[src/design/vamr_pkg.sv]
// shared constants, payload types and arithmetic helpers for the vector align rotation core
`timescale 1ns / 1ps
package vamr_pkg;

	localparam int IN_BITS   = 16;
	localparam int FRAC_BITS = 14;
	localparam int OUT_W     = FRAC_BITS + 2;
	localparam int WB        = 30;
	localparam int NW        = WB + 2;
	localparam int DW        = 2 * NW;
	localparam int PW        = $clog2(NW);
	localparam int SQRT_LAT  = NW;
	localparam int DIV_LAT   = WB + 1;
	localparam int NORM_LAT  = 5 + SQRT_LAT + DIV_LAT + 1;
	localparam int S_DLY     = NORM_LAT - SQRT_LAT - 3;
	localparam int OMC_DLY   = NORM_LAT - 1;
	localparam int AB_DLY    = NORM_LAT + 3;
	localparam int Q_DLY     = 3;
	localparam int TOTAL_LAT = 2 * NORM_LAT + 9;
	localparam int R_SHIFT   = 2 * WB - FRAC_BITS;

	typedef logic [2:0][NW-1:0] vec3_t;

	typedef struct packed {
		logic signed [IN_BITS-1:0] a_x;
		logic signed [IN_BITS-1:0] a_y;
		logic signed [IN_BITS-1:0] a_z;
		logic signed [IN_BITS-1:0] b_x;
		logic signed [IN_BITS-1:0] b_y;
		logic signed [IN_BITS-1:0] b_z;
	} in_t;

	typedef struct packed {
		logic signed [OUT_W-1:0] m00;
		logic signed [OUT_W-1:0] m01;
		logic signed [OUT_W-1:0] m02;
		logic signed [OUT_W-1:0] m10;
		logic signed [OUT_W-1:0] m11;
		logic signed [OUT_W-1:0] m12;
		logic signed [OUT_W-1:0] m20;
		logic signed [OUT_W-1:0] m21;
		logic signed [OUT_W-1:0] m22;
		logic                    degenerate;
	} out_t;

	// round half away from zero, then arithmetic shift right
	function automatic logic signed [DW-1:0] rnd_shr(input logic signed [DW-1:0] x,
		input int sh);
		logic signed [DW-1:0] h;
		h = 64'sd1 <<< (sh - 1);
		if (x[DW-1]) begin
			h = h - 64'sd1;
		end
		return (x + h) >>> sh;
	endfunction

	// position of the highest set bit
	function automatic logic [PW-1:0] msb_pos(input logic [NW-1:0] v);
		logic [PW-1:0] p;
		p = '0;
		for (int i = 0; i < NW; i++) begin
			if (v[i]) begin
				p = PW'(i);
			end
		end
		return p;
	endfunction

endpackage

[src/design/vamr_isqrt.sv]
// pipelined integer square root, one result bit per stage
`timescale 1ns / 1ps
module vamr_isqrt (
	input  logic                      clk,
	input  logic [2*vamr_pkg::NW-1:0] rad,
	output logic [vamr_pkg::NW-1:0]   root
);
	import vamr_pkg::*;

	localparam int RW = 2 * NW;

	logic [RW-1:0] rem_s [SQRT_LAT];
	logic [RW-1:0] acc_s [SQRT_LAT];

	for (genvar k = 0; k < SQRT_LAT; k++) begin : g_step
		localparam logic [RW-1:0] BIT = RW'(1) << (RW - 2 - 2 * k);
		logic [RW-1:0] rem_in;
		logic [RW-1:0] acc_in;
		logic [RW-1:0] trial;

		if (k == 0) begin : g_first
			assign rem_in = rad;
			assign acc_in = '0;
		end else begin : g_next
			assign rem_in = rem_s[k-1];
			assign acc_in = acc_s[k-1];
		end

		assign trial = acc_in + BIT;

		always_ff @(posedge clk) begin
			if (rem_in >= trial) begin
				rem_s[k] <= rem_in - trial;
				acc_s[k] <= (acc_in >> 1) + BIT;
			end else begin
				rem_s[k] <= rem_in;
				acc_s[k] <= acc_in >> 1;
			end
		end
	end

	assign root = acc_s[SQRT_LAT-1][NW-1:0];
endmodule

[config.mk]
export PLATFORM = sky130hd
export DESIGN_NAME = vamr_isqrt
export DESIGN_NICKNAME = d
export VERILOG_FILES = /design/src/design/vamr_pkg.sv /design/src/design/vamr_isqrt.sv
export SDC_FILE = /design/constraint.sdc
export NUM_CORES = 2
export LEC_CHECK = 0
export BUFFER_PORTS_ARGS = -buffer_cell sky130_fd_sc_hd__buf_2
export CELL_PAD_IN_SITES_DETAIL_PLACEMENT = 0
export CELL_PAD_IN_SITES_GLOBAL_PLACEMENT = 1
export CORE_MARGIN = 2
export CORE_UTILIZATION = 45
export CTS_CLUSTER_DIAMETER = 200
export DETAILED_ROUTE_END_ITERATION = 8
export GPL_TIMING_DRIVEN = 0
export PLACE_DENSITY = 0.74
export SYNTH_ARGS = -nofsm -noshare
export SYNTH_HDL_FRONTEND = slang
export SYNTH_SLANG_ARGS = --single-unit
[constraint.sdc]
create_clock -name clk -period 3.4 [get_ports clk]
set_input_delay 0.17 -clock clk [delete_from_list [all_inputs] [get_ports clk]]
set_output_delay 0.17 -clock clk [all_outputs]
set_load 0.05 [all_outputs]
* Word-level counts from Yosys, hierarchy flattened
Memory sizes are Yosys's and may differ from the RTL's.
Cells that the tools add are included.
** Operators by class
- Add/subtract/negate cells :: 94
- Multipliers :: 0
- Divide/modulo/power cells :: 0
- $lt $le $gt $ge :: 32
- Equality and inequality tests :: 0
- Shifts and indexed selects :: 0
- Muxes and demuxes :: 160
- Bitwise gates (word level) :: 64
- Reductions and logical operators :: 0
** Operators by type and width (count)
- $mux 64 :: 64
- $ge 64x64->1 :: 31
- $sub 64x64->64 :: 31
- $mux 1 :: 96
- $add 63x1->64 const B :: 1
- $add 63x11->64 const B :: 1
- $add 63x13->64 const B :: 1
- $add 63x15->64 const B :: 1
- $add 63x17->64 const B :: 1
- $add 63x19->64 const B :: 1
- $add 63x21->64 const B :: 1
- $add 63x23->64 const B :: 1
- $add 63x25->64 const B :: 1
- $add 63x27->64 const B :: 1
- $add 63x29->64 const B :: 1
- $add 63x3->64 const B :: 1
- $add 63x31->64 const B :: 1
- $add 63x33->64 const B :: 1
- $add 63x35->64 const B :: 1
- $add 63x37->64 const B :: 1
- $add 63x39->64 const B :: 1
- $add 63x41->64 const B :: 1
- $add 63x43->64 const B :: 1
- $add 63x45->64 const B :: 1
- other kinds (45) :: 108
** Storage, ports and cells
- Register bits :: 0
- Bits in latches :: 0
- Bits in writable memories :: 4096
- Memory bits (read-only) :: 0
- Input bits :: 65
- Output and inout port bits :: 32
- Logic and storage cells :: 352
- Memories kept :: 2
** Memory list
- acc_s :: words 32, bits a word 64, rd ports 32, clocked after memory_dff 0, write ports 32, RTL line vamr_isqrt.sv:13 : logic [RW-1:0] acc_s [SQRT_LAT];
- rem_s :: words 32, bits a word 64, rd ports 31, clocked after memory_dff 0, write ports 32, RTL line vamr_isqrt.sv:12 : logic [RW-1:0] rem_s [SQRT_LAT];

* Logic depth before layout (Yosys ltp)
An unclocked memory read counts as a cell.
- Depth after elaboration :: 6
- Depth in mapped cells :: 14
- Gate-level depth less buffers :: 12

* Worst setup path before layout
Ideal clock, no wire load.
- Path type :: flip-flop to flip-flop
- Start point :: mem rem_s[1][499] (netlist name)
- End point :: mem rem_s[1][533] (netlist name)
- Arrival :: 3.181 ns
- Required time :: 3.277 ns
- Setup slack :: 0.095 ns
- Cell stages (with the launch flop) :: 10
- Clock period less this slack :: 3.305 ns
- Cells stage by stage :: dfxtp_1 > or4_4 > or4_4 > or3_4 > or4_4 > or3_4 > nor3_4 > and2_1 > buf_6 > mux2_1
** RTL lines (RTL line)
- start: declaration :: vamr_isqrt.sv:12

==> flow_summary.ini <==
[final_layout]
finalNonFillerCells = 13200
nNetsFinal = 10800
drive_gt1_frac = 0.131
multi_input_area_um2 = 45100
regArea_um2 = 50300
syn_to_final_growth_pct = 19.6
design_area_um2 = 115000
nFillCells = 18800

[yosys]
ys_seq_area_frac = 0.525
yosys.area.top_type = dfxtp_1
postSynthCellCount = 9641
netlist_area_um2 = 95800
yosys_register_bits = 2512
synthMuxAreaShare = 0.0134
synthArstFlopShare = 0
synth_xor_area_frac = 0.0809
synth_compound_area_frac = 0.116
ys_types = 89
synth_fa_ha_area_frac = 0.0729
synth_ff_type = dfxtp_1
yosys.area_share.simple = 0.154
synth_top_cell_area_share = 0.525
synth.avg_cell_area_um2 = 9.94
ys_warn_count = 0
synth_nets = 10300
synth_area_leaders = dfxtp_1 (52%), ha_1 (7.3%), xnor2_1 (4.8%)
synth_edf_count = 0
synth_top_family_by_area = simple AND/OR/NAND/NOR gates

[worst_hold_path]
hold_path.class = in2reg

[drt]
drtIter0Drc = 4185
dr_total_vias = 70500
wirelength_um = 257000
via_per_inst = 5.32
final_antenna_net_count = 0
wl_per_cell_um = 19.4
drc_errors = 0
drtPass1Iterations = 5

[worst_setup_path]
critical_path_class = reg2reg
max_stage_delay_ns = 0.49
cp_max_fo = 7
critPathTopFamily = simple AND/OR/NAND/NOR gates
critPathLaunchType = register
path_buf_inv = 4
critPathCaptureType = register
crit_top_cell = buf_4
cp_slowest_cell = nand4_1
crit_chain = inv_1 > ha_4 > nand3_2 > or2_4 > nor4_4 > nand4_1 > o21ai_2 > nor3_4 > buf_4 > buf_6 > a21oi_4 > buf_4 > nand3b_1 > xnor2_2
crit_arrival_ns = 4.24
required_ns = 4.17
rrSetupSlack_ns = -0.07

[global_route]
grt_overflow = 0
grt_start_max_net_pins = 17
antenna_found_initial = 10
grt_pass1_wl_um = 396000
grt_use_total = 0.230
grt_pass1_vias = 70200

[clock_tree]
numCtsBuffers = 278
clk_path_buf_depth = 4
clock-root-buffer = clkbuf_16
cts.htree.levels = 5
cts_tree = built
clock_latency_ns = 0.93
clkTransAtPathRegs_ns = 0.06
cts_sinks = 2512

[timing]
hold_violations = 0
fin_skew_ns = 0.0769
report.final.setup_viol = 27
fin_ws_ns = -0.0655
maxSlewViolCount = 0
timing.fmax_mhz = 289
tightest_slew_ns = 1.06
post-route-period-util = 1.02
fin_crit_ns = 3.47
relSlewSlack = 0.287
rsz0062_at_grt = true

[status]
violations = negative setup slack
status = complete, but fails checks

[die]
io_pins = 97
initial_core_util = 0.452
std_cell_rows = 169
fp.coreArea_um2 = 212000
die_area_um2 = 217000
die_w_um = 465
die_h_um = 465

[place]
dp_hpwl_um = 195000
pre_cts_slack_ns = -1.73
place_area_um2 = 99900
port_buffers = 96
place_congestion = 0.917
place_inst = 12600

[power]
p_per_area_nw_per_um2 = 842
leakage_uw = 0.0513
vdd_ir_drop_max_uv = 603

[job]
maxCapViolCount = 0
## worst reg2reg max path, cell delays in order (launching register included)
cell and delay [ns]:
dfxtp_2 0.33, inv_1 0.06, ha_4 0.31, nand3_2 0.10
or2_4 0.27, nor4_4 0.42, nand4_1 0.50, o21ai_2 0.38
nor3_4 0.07, buf_4 0.14, buf_6 0.11, a21oi_4 0.20
buf_4 0.16, nand3b_1 0.11, xnor2_2 0.18
## cell usage after synthesis (18+ instances only)
library cell and n:
and3_1 35, o21a_1 94, or3_1 102, o2111ai_1 19, o21ai_0 389, nor3b_1 24, nand4b_1 27, and4_1 29
nand2b_1 107, ha_1 558, dfxtp_1 2512, nand3_1 178, a2111oi_0 20, xor2_1 365, xnor2_1 520, or2_2 38
o21ai_1 23, nand4_1 170, inv_1 688, o211ai_1 41, o31ai_1 46, a211oi_1 51, a31oi_1 32, nor4_1 335
and2_1 33, nor2b_1 71, buf_4 34, a21oi_1 656, a21boi_0 18, mux2_2 107, or4_1 82, nor3_1 226
a21o_1 211, nor4b_1 58, o21bai_1 56, nand3b_1 36, nor2_1 663, nand2_1 592, clkbuf_1 161
## cells in the final DEF, fill, tap and decap left out, types with 37 or more instances in the layout
cell type / n
a211oi_1: 37
a21o_1: 210
a21oi_1: 636
buf_2: 103
buf_4: 152
clkbuf_1: 103
clkbuf_16: 290
clkbuf_8: 46
clkinv_2: 40
dfxtp_1: 2491
dlygate4sd3_1: 128
ha_1: 513
inv_1: 680
mux2_2: 107
nand2_1: 565
nand2b_1: 104
nand3_1: 157
nand4_1: 170
nor2_1: 652
nor2b_1: 69
nor3_1: 206
nor4_1: 279
nor4b_1: 41
o211ai_1: 41
o21a_1: 94
o21ai_0: 363
o21bai_1: 53
or3_1: 90
or4_1: 68
xnor2_1: 507
xor2_1: 363
## sequential cells by signal, indices dropped and copies added, names as in the netlist
| name | flops |
|---|---|
| rem_s | 1984 |
| acc_s | 528 |
## power by group
group / internal [uW] / switching, uW / total [uW]
registers: 36200 / 6140 / 42300
logic: 11000 / 13700 / 24700
clock network: 18000 / 11500 / 29500
## through the flow
step	util	setup TNS, ns	hold slack [ns]	total power (uW)
6_report	0.541	-0.679	0.158	96500
5_1_grt	0.541	-6.50	0.113	102000
4_1_cts	0.531	-0.210	0.0841	96100
3_5_place_dp	0.471	-615.11	0.289	65500
3_3_place_gp	0.471	-631.39	0.289	65300
2_1_floorplan	-	0	0.198	57900
## area by class of cell
cell class	instances	share of cell area
Antenna cell	7	0.000153
Multi-Input combinational cell	6213	0.393
Sequential cell	2512	0.439
Tap cell	2821	0.0308
Inverter	693	0.0229
Clock inverter	83	0.00925
Buffer	174	0.00985
Clock buffer	376	0.0692
Timing Repair Buffer	354	0.0256
## cells by family (layout without fill, tap and decap cells)
kind of cell | Yosys count | in the layout
adder cells (fa/ha/maj) | 558 | 558
other | 0 | 7
XOR/XNOR | 885 | 885
flip-flops | 2512 | 2512
multiplexers | 115 | 115
buffers and inverters | 917 | 1680
AO/OA/AOI/OAI | 1809 | 1810
AND/OR/NAND/NOR | 2845 | 2845
## path summary, 6_finish.rpt
check | end | startpoint | cells after the start
max | rem_s[1][558] | acc_s[1][474] | 14
min | rem_s[0][62] | rad[62] | 4
max reg2reg | rem_s[1][558] | acc_s[1][474] | 14
min reg2reg | acc_s[1][844] | acc_s[1][781] | 0
## repair_timing
item / 4_1_cts / 5_1_grt
resized for setup: 401 / 404
endpoints found under the setup margin: 874 / 727
hold endpoints to repair: 65 / 0
setup buffers: 70 / 49
pin swaps: 71 / 126
hold buffers: 128 / 0
gates cloned: 4 / 8
## layer usage
| layer | track usage | share of wire |
|---|---|---|
| met1 | 0.308 | 0.46 |
| met2 | 0.374 | 0.46 |
| met3 | 0.0445 | 0.056 |
| met4 | 0.0716 | 0.028 |
| met5 | 0.00593 | 0.00076 |
No activity file was read; power rests on OpenSTA's default activity.
